**config.mk**
```make
export PLATFORM = sky130hd
export DESIGN_NAME = lfu_cache_table_core
export DESIGN_NICKNAME = d
export VERILOG_FILES = /design/src/lct_pkg.sv /design/src/lct_ram.sv /design/src/lct_ctrl.sv /design/src/lct_datapath.sv /design/src/lfu_cache_table_core.sv
export SDC_FILE = /design/constraint.sdc
export NUM_CORES = 2
export LEC_CHECK = 0
export ABC_AREA = 1
export BUFFER_PORTS_ARGS = -buffer_cell sky130_fd_sc_hd__buf_4
export CORE_MARGIN = 5
export CORE_UTILIZATION = 30
export CTS_BUF_LIST = sky130_fd_sc_hd__clkbuf_4
export DETAILED_ROUTE_END_ITERATION = 6
export GPL_TIMING_DRIVEN = 0
export PLACE_DENSITY = 0.45
export RECOVER_POWER = 50
export SYNTH_ARGS = -nofsm -noshare
export SYNTH_HDL_FRONTEND = slang
export SYNTH_SLANG_ARGS = --single-unit
```
**constraint.sdc**
```tcl
create_clock -name clk -period 26.9 [get_ports clk]
set_clock_uncertainty 0.2 [all_clocks]
set_input_delay 8.07 -clock clk [delete_from_list [all_inputs] [get_ports clk]]
set_output_delay 8.07 -clock clk [all_outputs]
set_load 0.02 [all_outputs]
```
**src/lct_pkg.sv**
```systemverilog
`default_nettype none

package lct_pkg;

    localparam int unsigned KEY_W   = 32;
    localparam int unsigned VALUE_W = 32;
    localparam int unsigned COUNT_W = 32;
    localparam int unsigned TIME_W  = 64;
    localparam int unsigned CAP_W   = 5;

    localparam logic [CAP_W-1:0]   CAPACITY_RESET = 5'd2;
    localparam logic [COUNT_W-1:0] COUNT_MAX      = 32'hFFFF_FFFF;
    localparam logic [COUNT_W-1:0] COUNT_FIRST    = 32'd1;
    localparam logic [VALUE_W-1:0] READ_MISS      = 32'hFFFF_FFFF;

    localparam logic CMD_GET = 1'b0;
    localparam logic CMD_PUT = 1'b1;

    typedef struct packed {
        logic [KEY_W-1:0]   key;
        logic [VALUE_W-1:0] value;
        logic [COUNT_W-1:0] count;
        logic [TIME_W-1:0]  stamp;
    } entry_t;

    typedef enum logic [1:0] {
        S_IDLE,
        S_SCAN,
        S_LAST,
        S_UPDATE
    } state_t;

    typedef struct packed {
        logic load;
        logic rd_en;
        logic commit;
    } ctrl_cmd_t;

    typedef struct packed {
        logic addr_last;
        logic out_free;
    } ctrl_sts_t;

endpackage

`default_nettype wire

```
**src/lct_ram.sv**
```systemverilog
`default_nettype none

module lct_ram #(
    parameter int unsigned WIDTH = 160,
    parameter int unsigned DEPTH = 16,
    localparam int unsigned AW = (DEPTH > 1) ? $clog2(DEPTH) : 1
) (
    input  wire logic             clk,
    input  wire logic             we,
    input  wire logic [AW-1:0]    waddr,
    input  wire logic [WIDTH-1:0] wdata,
    input  wire logic             re,
    input  wire logic [AW-1:0]    raddr,
    output logic      [WIDTH-1:0] rdata
);

    logic [WIDTH-1:0] mem [DEPTH];

    always_ff @(posedge clk)
    begin
        if (we)
        begin
            mem[waddr] <= wdata;
        end
        if (re)
        begin
            rdata <= mem[raddr];
        end
    end

endmodule

`default_nettype wire

```
**src/lct_ctrl.sv**
```systemverilog
`default_nettype none

module lct_ctrl (
    input  wire logic              clk,
    input  wire logic              rst_n,
    input  wire logic              in_valid,
    output logic                   in_ready,
    input  wire lct_pkg::ctrl_sts_t sts,
    output lct_pkg::ctrl_cmd_t     cmd
);

    lct_pkg::state_t state_reg;
    lct_pkg::state_t state_next;

    always_ff @(posedge clk or negedge rst_n)
    begin
        if (!rst_n)
        begin
            state_reg <= lct_pkg::S_IDLE;
        end
        else
        begin
            state_reg <= state_next;
        end
    end

    always_comb
    begin
        state_next = state_reg;
        in_ready   = 1'b0;
        cmd        = '0;
        case (state_reg)
            lct_pkg::S_IDLE:
            begin
                in_ready = 1'b1;
                if (in_valid)
                begin
                    cmd.load   = 1'b1;
                    state_next = lct_pkg::S_SCAN;
                end
            end
            lct_pkg::S_SCAN:
            begin
                cmd.rd_en = 1'b1;
                if (sts.addr_last)
                begin
                    state_next = lct_pkg::S_LAST;
                end
            end
            lct_pkg::S_LAST:
            begin
                state_next = lct_pkg::S_UPDATE;
            end
            lct_pkg::S_UPDATE:
            begin
                if (sts.out_free)
                begin
                    cmd.commit = 1'b1;
                    state_next = lct_pkg::S_IDLE;
                end
            end
            default:
            begin
                state_next = lct_pkg::S_IDLE;
            end
        endcase
    end

endmodule

`default_nettype wire

```
**src/lct_datapath.sv**
```systemverilog
`default_nettype none

module lct_datapath #(
    parameter int unsigned MAX_ENTRIES = 16,
    localparam int unsigned IW = (MAX_ENTRIES > 1) ? $clog2(MAX_ENTRIES) : 1,
    localparam int unsigned CW = $clog2(MAX_ENTRIES + 1)
) (
    input  wire logic                        clk,
    input  wire logic                        rst_n,
    input  wire logic                        cfg_we,
    input  wire logic [lct_pkg::CAP_W-1:0]   cfg_wdata,
    input  wire logic                        in_cmd,
    input  wire logic [lct_pkg::KEY_W-1:0]   in_key,
    input  wire logic [lct_pkg::VALUE_W-1:0] in_value,
    input  wire lct_pkg::ctrl_cmd_t          cmd,
    output lct_pkg::ctrl_sts_t               sts,
    output logic                             out_valid,
    input  wire logic                        out_ready,
    output logic                             out_found,
    output logic [lct_pkg::VALUE_W-1:0]      out_read_value,
    output logic                             out_evicted,
    output logic [lct_pkg::KEY_W-1:0]        out_evicted_key
);

    logic [lct_pkg::CAP_W-1:0] capacity_reg;
    logic [MAX_ENTRIES-1:0]    valid_reg;
    logic [CW-1:0]             used_reg;
    logic [lct_pkg::TIME_W-1:0] time_reg;

    logic                         req_cmd_reg;
    logic [lct_pkg::KEY_W-1:0]    req_key_reg;
    logic [lct_pkg::VALUE_W-1:0]  req_value_reg;

    logic [IW-1:0] addr_reg;
    logic          proc_vld_reg;
    logic [IW-1:0] proc_idx_reg;

    logic                         hit_reg;
    logic [IW-1:0]                hit_idx_reg;
    logic [lct_pkg::VALUE_W-1:0]  hit_value_reg;
    logic [lct_pkg::COUNT_W-1:0]  hit_count_reg;

    logic                         vic_found_reg;
    logic [IW-1:0]                vic_idx_reg;
    logic [lct_pkg::COUNT_W-1:0]  vic_count_reg;
    logic [lct_pkg::TIME_W-1:0]   vic_time_reg;
    logic [lct_pkg::KEY_W-1:0]    vic_key_reg;

    logic          free_found_reg;
    logic [IW-1:0] free_idx_reg;

    logic                         out_valid_reg;
    logic                         out_found_reg;
    logic [lct_pkg::VALUE_W-1:0]  out_read_value_reg;
    logic                         out_evicted_reg;
    logic [lct_pkg::KEY_W-1:0]    out_evicted_key_reg;

    logic [$bits(lct_pkg::entry_t)-1:0] rd_raw;
    lct_pkg::entry_t                    rd_entry;
    logic                               rd_valid;
    logic                               is_hit;
    logic                               is_better;

    logic [CW-1:0]              cap_eff;
    logic [lct_pkg::TIME_W-1:0] time_next;
    logic [lct_pkg::COUNT_W-1:0] count_inc;
    logic                       wr;
    logic [IW-1:0]              wr_idx;
    lct_pkg::entry_t            wr_entry;
    logic                       inc_used;
    logic                       o_found;
    logic [lct_pkg::VALUE_W-1:0] o_read_value;
    logic                       o_evicted;
    logic [lct_pkg::KEY_W-1:0]  o_evicted_key;

    lct_ram #(
        .WIDTH ($bits(lct_pkg::entry_t)),
        .DEPTH (MAX_ENTRIES)
    ) u_ram (
        .clk   (clk),
        .we    (cmd.commit & wr),
        .waddr (wr_idx),
        .wdata (wr_entry),
        .re    (cmd.rd_en),
        .raddr (addr_reg),
        .rdata (rd_raw)
    );

    assign rd_entry  = lct_pkg::entry_t'(rd_raw);
    assign rd_valid  = proc_vld_reg & valid_reg[proc_idx_reg];
    assign is_hit    = rd_valid & (rd_entry.key == req_key_reg);
    assign is_better = rd_valid & (!vic_found_reg || (rd_entry.count < vic_count_reg) ||
                       ((rd_entry.count == vic_count_reg) && (rd_entry.stamp < vic_time_reg)));

    assign sts.addr_last = (addr_reg == IW'(MAX_ENTRIES - 1));
    assign sts.out_free  = !out_valid_reg || out_ready;

    assign cap_eff   = ({27'd0, capacity_reg} > 32'(MAX_ENTRIES)) ? CW'(MAX_ENTRIES)
                                                                 : CW'(capacity_reg);
    assign time_next = time_reg + 64'd1;
    assign count_inc = (hit_count_reg == lct_pkg::COUNT_MAX) ? hit_count_reg
                                                             : hit_count_reg + 32'd1;

    always_comb
    begin
        wr             = 1'b0;
        wr_idx         = hit_idx_reg;
        wr_entry.key   = req_key_reg;
        wr_entry.value = req_value_reg;
        wr_entry.count = count_inc;
        wr_entry.stamp = time_next;
        inc_used       = 1'b0;
        o_found        = hit_reg;
        o_read_value   = '0;
        o_evicted      = 1'b0;
        o_evicted_key  = '0;
        if (req_cmd_reg == lct_pkg::CMD_GET)
        begin
            if (hit_reg)
            begin
                wr             = 1'b1;
                wr_entry.value = hit_value_reg;
                o_read_value   = hit_value_reg;
            end
            else
            begin
                o_read_value = lct_pkg::READ_MISS;
            end
        end
        else if (cap_eff != '0)
        begin
            if (hit_reg)
            begin
                wr = 1'b1;
            end
            else if (used_reg >= cap_eff)
            begin
                if (vic_found_reg)
                begin
                    wr             = 1'b1;
                    wr_idx         = vic_idx_reg;
                    wr_entry.count = lct_pkg::COUNT_FIRST;
                    o_evicted      = 1'b1;
                    o_evicted_key  = vic_key_reg;
                end
            end
            else if (free_found_reg)
            begin
                wr             = 1'b1;
                wr_idx         = free_idx_reg;
                wr_entry.count = lct_pkg::COUNT_FIRST;
                inc_used       = 1'b1;
            end
        end
    end

    always_ff @(posedge clk or negedge rst_n)
    begin
        if (!rst_n)
        begin
            capacity_reg   <= lct_pkg::CAPACITY_RESET;
            valid_reg      <= '0;
            used_reg       <= '0;
            time_reg       <= '0;
            proc_vld_reg   <= 1'b0;
            hit_reg        <= 1'b0;
            vic_found_reg  <= 1'b0;
            free_found_reg <= 1'b0;
            out_valid_reg  <= 1'b0;
        end
        else
        begin
            if (cfg_we)
            begin
                capacity_reg <= cfg_wdata;
            end
            proc_vld_reg <= cmd.rd_en;
            if (cmd.load)
            begin
                hit_reg        <= 1'b0;
                vic_found_reg  <= 1'b0;
                free_found_reg <= 1'b0;
            end
            else
            begin
                if (is_hit && !hit_reg)
                begin
                    hit_reg <= 1'b1;
                end
                if (is_better)
                begin
                    vic_found_reg <= 1'b1;
                end
                if (proc_vld_reg && !valid_reg[proc_idx_reg] && !free_found_reg)
                begin
                    free_found_reg <= 1'b1;
                end
            end
            if (cmd.commit)
            begin
                if (wr)
                begin
                    time_reg          <= time_next;
                    valid_reg[wr_idx] <= 1'b1;
                end
                if (inc_used)
                begin
                    used_reg <= used_reg + CW'(1);
                end
                out_valid_reg <= 1'b1;
            end
            else if (out_ready)
            begin
                out_valid_reg <= 1'b0;
            end
        end
    end

    always_ff @(posedge clk)
    begin
        if (cmd.load)
        begin
            req_cmd_reg   <= in_cmd;
            req_key_reg   <= in_key;
            req_value_reg <= in_value;
            addr_reg      <= '0;
        end
        else if (cmd.rd_en)
        begin
            addr_reg <= addr_reg + IW'(1);
        end
        proc_idx_reg <= addr_reg;
        if (is_hit && !hit_reg)
        begin
            hit_idx_reg   <= proc_idx_reg;
            hit_value_reg <= rd_entry.value;
            hit_count_reg <= rd_entry.count;
        end
        if (is_better)
        begin
            vic_idx_reg   <= proc_idx_reg;
            vic_count_reg <= rd_entry.count;
            vic_time_reg  <= rd_entry.stamp;
            vic_key_reg   <= rd_entry.key;
        end
        if (proc_vld_reg && !valid_reg[proc_idx_reg] && !free_found_reg)
        begin
            free_idx_reg <= proc_idx_reg;
        end
        if (cmd.commit)
        begin
            out_found_reg       <= o_found;
            out_read_value_reg  <= o_read_value;
            out_evicted_reg     <= o_evicted;
            out_evicted_key_reg <= o_evicted_key;
        end
    end

    assign out_valid       = out_valid_reg;
    assign out_found       = out_found_reg;
    assign out_read_value  = out_read_value_reg;
    assign out_evicted     = out_evicted_reg;
    assign out_evicted_key = out_evicted_key_reg;

endmodule

`default_nettype wire

```
**src/lfu_cache_table_core.sv**
```systemverilog
// A request is taken only when idle; the controller then scans every table entry
// once through the single read port of the entry RAM, handles the last read and
// commits the result when the output register is free, then takes the next one.
// A finished result waits in the output register while the next request is taken.
// Reset (rst_n, async, active low): table empty, timestamp 0, capacity 2.
`default_nettype none

module lfu_cache_table_core #(
    parameter int unsigned MAX_ENTRIES = 16
) (
    input  wire logic        clk,
    input  wire logic        rst_n,
    input  wire logic        cfg_we,
    input  wire logic [4:0]  cfg_wdata,
    input  wire logic        s_tvalid,
    output logic             s_tready,
    input  wire logic [63:0] s_tdata,   // key[31:0], value[63:32]
    input  wire logic        s_tuser,   // cmd
    output logic             m_tvalid,
    input  wire logic        m_tready,
    output logic [63:0]      m_tdata,   // read_value[31:0], evicted_key[63:32]
    output logic [1:0]       m_tuser    // found[0], evicted[1]
);

    lct_pkg::ctrl_cmd_t cmd;
    lct_pkg::ctrl_sts_t sts;

    logic        found;
    logic [31:0] read_value;
    logic        evicted;
    logic [31:0] evicted_key;

    lct_ctrl u_ctrl (
        .clk      (clk),
        .rst_n    (rst_n),
        .in_valid (s_tvalid),
        .in_ready (s_tready),
        .sts      (sts),
        .cmd      (cmd)
    );

    lct_datapath #(
        .MAX_ENTRIES (MAX_ENTRIES)
    ) u_datapath (
        .clk             (clk),
        .rst_n           (rst_n),
        .cfg_we          (cfg_we),
        .cfg_wdata       (cfg_wdata),
        .in_cmd          (s_tuser),
        .in_key          (s_tdata[31:0]),
        .in_value        (s_tdata[63:32]),
        .cmd             (cmd),
        .sts             (sts),
        .out_valid       (m_tvalid),
        .out_ready       (m_tready),
        .out_found       (found),
        .out_read_value  (read_value),
        .out_evicted     (evicted),
        .out_evicted_key (evicted_key)
    );

    assign m_tdata = {evicted_key, read_value};
    assign m_tuser = {evicted, found};

`ifndef NO_ASSERTIONS
    a_busy_after_accept: assert property (@(posedge clk) disable iff (!rst_n)
        (s_tvalid && s_tready) |=> !s_tready)
        else $error("request accepted while a request is in progress");

    a_commit_needs_room: assert property (@(posedge clk) disable iff (!rst_n)
        cmd.commit |-> sts.out_free)
        else $error("result committed over an untaken result");

    a_evict_implies_miss: assert property (@(posedge clk) disable iff (!rst_n)
        (m_tvalid && m_tuser[1]) |-> (!m_tuser[0] && (m_tdata[31:0] == 32'd0)))
        else $error("eviction reported on a hit or with nonzero read value");
`endif

endmodule

`default_nettype wire
```
# Word-level counts from Yosys, hierarchy flattened
# Memory sizes are Yosys's and may differ from the RTL's. A register that Yosys moved wholly into a read port is not among the register bits.
# Index checks and enable logic that the tools add are counted.
# word_totals
mem_bits_rw	2560
mem_count	1
wordCells	134
output_inout_bits	68
inputBits	75
reg_bits	440
# classes
reduce_logical	24
eq_ne	10
muxes	52
n_lt_le_gt_ge	7
bitwise	9
n_addsub	4
# memory_table
memory	depth	word_bits	read_ports	rd_ports_with_merged_regs	wr	line_no	rtl
u_datapath.u_ram.mem	16	160	1	1	1	lct_ram.sv:17	logic [WIDTH-1:0] mem [DEPTH];
# op_table
operator	n
2-to-1 mux 32 bit	10
adder 64 x 1 -> 64 bit, second input constant	1
equality test 32 bit	2
less-than comparator 64 bit	1
adder 32 x 1 -> 32 bit, second input constant	1
equality test 32 bit, second input constant	1
less-than comparator 32 bit	1
2-to-1 mux 1 bit	29
2-to-1 mux 4 bit	6
bitwise OR 16 bit	1
less-than comparator 4 x 5 -> 1 bit, second input constant	2
case mux 2 bit (4 select lines)	1
nonzero test 2 bit	4
2-to-1 mux 2 bit	3
!= test 2 bit, second input constant	3
adder 5 x 1 -> 5 bit, second input constant	1
greater-or-equal comparator 5 bit	1
greater-than comparator 5 bit, second input constant	1
logical AND 1 bit	5
logical NOT 1 bit	5
2-to-1 mux 5 bit	1
nonzero test 5 bit	1
OR reduction 5 bit	1
adder 4 x 1 -> 4 bit, second input constant	1
other kinds (13)	23

# Longest topological paths before layout
# logic_depth
word_depth	12
depth_mapped	17
depth_no_buf	16

# By module
# A second synthesis with hierarchy kept.
# hier_totals
hier_cells	11899
hier_area_um2	132932.5
# by_module_without_submodules
mod	area_per_inst_um2	n_inst	seq_area_each_um2	cells_per_inst
lct_ram	111336.8	1	81678.3	9723
lct_datapath	21366.7	1	12598.3	2145
lct_ctrl	214.0	1	50.0	29
lfu_cache_table_core	15.0	1	0.0	2

# Worst setup path after synthesis
# Ideal clock, no wire load.
# synth_timing
kind	input -> register
startpoint	input m_tready
endpoint	memory u_datapath.u_ram.mem[0][0], enable pin
slack_ps	14264
arrival_time_ps	11923
n_path_buf	0
t_required_ps	26187
setup_time_ps	513
cell_stages	8
cell_sequence	inv_1 > nand2_1 > inv_1 > nor3_2 > nand2_4 > nor2_1 > nand2_1 > inv_1
# synth_between
elab_chain_len	6
# synth_lines
element	line_no	rtl
start: declaration	lfu_cache_table_core.sv:20	input wire logic m_tready,
logical OR 1 bit	lct_datapath.sv:96	assign sts.out_free = !out_valid_reg || out_ready;
2-to-1 mux 1 bit	lct_ctrl.sv:56	if (sts.out_free)
2-to-1 mux 1 bit	lct_ctrl.sv:32	case (state_reg)
AND 1 bit	lct_datapath.sv:81	.we (cmd.commit & wr),
2-to-1 mux 1 bit	lct_ram.sv:21	if (we)
2-to-1 mux 1 bit (implied by the code)	lct_ram.sv:23	mem[waddr] <= wdata;
end: declaration	lct_ram.sv:17	
# No other way between the ends.

# Worst setup path in the final report
# layout_timing
startpoint	register u_ctrl.state_reg[0]
endpoint	output s_tready
# layout_between
elab_chain_len	2
# layout_lines
element	line_no	rtl
start: declaration	lct_ctrl.sv:12	lct_pkg::state_t state_reg;
start signal: assignment	lct_ctrl.sv:19	state_reg <= lct_pkg::S_IDLE;
start signal: assignment	lct_ctrl.sv:23	state_reg <= state_next;
logical NOT 2 bit	lct_ctrl.sv:32	
2-to-1 mux 1 bit	lct_ctrl.sv:32	
end: declaration	lfu_cache_table_core.sv:16	output logic s_tready,
# No other way between the ends.

==> results.yml <==
worst_setup_path:
  cpPeakStageDelay_ns: 0.40
  cp-start-kind: "register"
  end_kind: "output pin"
  path_class: "reg2out"
  required_ns: 18.63
  cp_max_fo: 4
  reg2reg_slack_ns: 19.14
  slowest_stage: "dfrtp_1"
  cp.arrival_ns: 2.45
  cp_cell_sequence: "inv_1, ha_1, buf_4"
drt:
  dr.pass1.iters: 6
  wl_per_cell_um: 26.1
  vias_per_cell: 5.02
  drtAntennaViolNets: 0
  drt_iter0_markers: 6849
  wirelength_um: 421000
  vias: 81000
  drcViolationCount: 0
cells_and_area:
  final_area_um2: 145000
  stdcell_count: 16100
  largest_reg_flops: 2560
  post-route-util: 0.348
  drive_above_1_share: 0.156
  top_register: "u_datapath.u_ram.mem"
  nNetsFinal: 10200
  flow.area_growth_from_synthesis_pct: 15.8
  fillers: 40800
  reg_top3: "u_datapath.u_ram.mem (2560), u_datapath.u_ram.rdata (160)"
die:
  die_x_um: 655
  coreArea_um2: 416000
  die-area_um2: 429000
  rows: 237
  die_h_um: 655
  io_pins: 143
  initial_core_util: 0.300
logic_synthesis:
  synthTopCellsByArea: "edfxtp_1 73%, nor2_1 4.8%, o32ai_1 2.6%"
  synth_ff_type: "edfxtp_1"
  ys_seq_area_frac: 0.756
  syn_inst: 8947
  ys_types: 48
  yosysWarningCount: 0
  yosys.area.top_type_share: 0.735
  synth_seq_cells: 3160
  synth-edff-count: 3055
  syn-num-nets: 9130
  synth_most_common_cell: "edfxtp_1"
  ys_async_sr_fraction: 0.0307
  synth_common_cells: "3055 x edfxtp_1, 1602 x nor2_1, 758 x nand2_1"
  synthesis.area_um2: 125000
  yosys.area.top_type: "edfxtp_1"
  avgSynthCellArea_um2: 14.0
clocking:
  clk_pin_slew_ns: 0.07
  cts_setup_buffers: 0
  hold_buffers: 0
  clockBufferDepth: 4
  root_buffer: "clkbuf_4"
  insertion_delay_ns: 1.59
  cts_max_level: 6
  cts_sinks: 3160
  cts_buffers: 801
  cts_resized: 0
  cts_tree: "done"
timing:
  hold_violations: 0
  drv_slew: 890
  fin_crit_sh: 0.399
  worstMarginPinSlew_ns: 3.52
  slew-limit-headroom: -1.35
  fin_crit_ns: 10.72
  fmaxAchievable_ghz: 0.0933
  setup_tns_ns: 0
  rsz0062_at_grt: "no"
  setup_viol: 0
status:
  status: "finished with violations"
  violations: "capacitance limit, slew limit"
placed_design:
  dp.cells: 14700
  place_area_um2: 135000
  gp_congestion: 0.863
  numPortBuffers: 141
  dp_hpwl_um: 275000
global_routing:
  antenna_found_initial: 42
  grt_start_max_net_pins: 86
  grt_overflow: 0
  grtUsageTotal: 0.190
  grt_pass1_vias: 82500
  grt_first_pass_wirelength_um: 593000
pwr:
  power.total_w: 0.0156
  p_leak_nw: 48.9
  ir_worst_vdd_mv: 0.0810
  cellPowerDensity_nw_per_um2: 108
min_path:
  hold_class: "reg2reg"
run:
  max_cap_violations: 48
==> placed cells by master (no fill, tap or decap), types with 23 or more instances in the layout <==
| master | Yosys | routed |
|---|---|---|
| a21oi_1 | 112 | 112 |
| buf_1 | 32 | 32 |
| buf_16 | 0 | 35 |
| buf_2 | 143 | 125 |
| buf_4 | 6 | 142 |
| clkbuf_1 | 336 | 391 |
| clkbuf_4 | 0 | 1175 |
| clkinv_1 | 0 | 148 |
| clkinv_2 | 0 | 23 |
| dfrtp_1 | 96 | 96 |
| diode_2 | 0 | 47 |
| edfxtp_1 | 3055 | 3055 |
| ha_1 | 108 | 108 |
| inv_1 | 347 | 332 |
| mux2i_1 | 263 | 263 |
| nand2_1 | 758 | 759 |
| nand3_1 | 331 | 333 |
| nand4_1 | 47 | 48 |
| nor2_1 | 1602 | 1608 |
| nor3_1 | 48 | 49 |
| o211ai_1 | 61 | 61 |
| o21ai_0 | 621 | 617 |
| o21ai_1 | 138 | 141 |
| o221ai_1 | 263 | 263 |
| o32ai_1 | 377 | 377 |
| xor2_1 | 93 | 89 |
==> through the flow <==
stage / hold slack, ns / worst slack [ns]
after floorplan: 0.129 / 14.26
after global placement: 0.178 / 9.09
after detailed placement: 0.177 / 15.03
after CTS: 0.158 / 15.93
after global routing: 0.143 / 15.98
final: 0.171 / 16.18
==> area by class of cell <==
cell class                      instances  area, um2  share of cell area
Sequential cell                      3160      94300               0.652
Multi-Input combinational cell       4905      26900               0.186
Clock buffer                         1173       8810              0.0609
Tap cell                             5497       6880              0.0476
Timing Repair Buffer                  242       2490              0.0172
Buffer                                526       2220              0.0154
Inverter                              356       1460              0.0101
Clock inverter                        225       1380             0.00955
Antenna cell                           47        118            0.000813
==> final timing paths <==
path | startpoint | endpoint | cells past startpoint
worst max register to register | u_ctrl.state_reg[1] | u_datapath.u_ram.rdata[102] | 4
worst min-delay path | u_datapath.addr_reg[3] | u_datapath.proc_idx_reg[3] | 0
worst max-delay path | u_ctrl.state_reg[0] | s_tready | 3
worst min register to register | u_datapath.addr_reg[3] | u_datapath.proc_idx_reg[3] | 0
min in group asynchronous | rst_n | u_datapath.used_reg[2] | 1
max in group asynchronous | rst_n | u_datapath.time_reg[9] | 2
==> worst max-delay path: cells and delay by family, from the launching register on <==
| family | cells | cell delay, ns |
|---|---|---|
| flip-flops | 1 | 0.40 |
| buffers and inverters | 2 | 0.28 |
| adder cells (fa/ha/maj) | 1 | 0.22 |
==> routing by layer <==
layer | part of all wire | up-vias | global-route usage
li1 | - | 36000 | -
met1 | 0.41 | 41200 | 0.239
met2 | 0.49 | 2992 | 0.326
met3 | 0.060 | 745 | 0.0319
met4 | 0.043 | 4 | 0.0770
met5 | 0.000062 | - | 0
==> cells by family (layout without fill, tap and decap cells) <==
| logic type | count (synthesis) | in the layout | share of synthesized area |
|---|---|---|---|
| compound gates | 1587 | 1587 | 0.0844 |
| xor+xnor | 111 | 111 | 0.00779 |
| fa+ha+maj | 108 | 108 | 0.0108 |
| buf+inv | 882 | 2522 | 0.0286 |
| flops | 3160 | 3160 | 0.756 |
| mux | 264 | 264 | 0.0212 |
| other cells | 0 | 47 | 0 |
| simple gates | 2835 | 2835 | 0.0917 |
==> where the power goes <==
part	switching (W)	internal (W)	total, W
combinational	0.00378	0.00124	0.00502
sequential	0.000251	0.00627	0.00652
clock	0.00198	0.00211	0.00409
total	0.00601	0.00962	0.0156
Power figures use the tool's default switching activity.
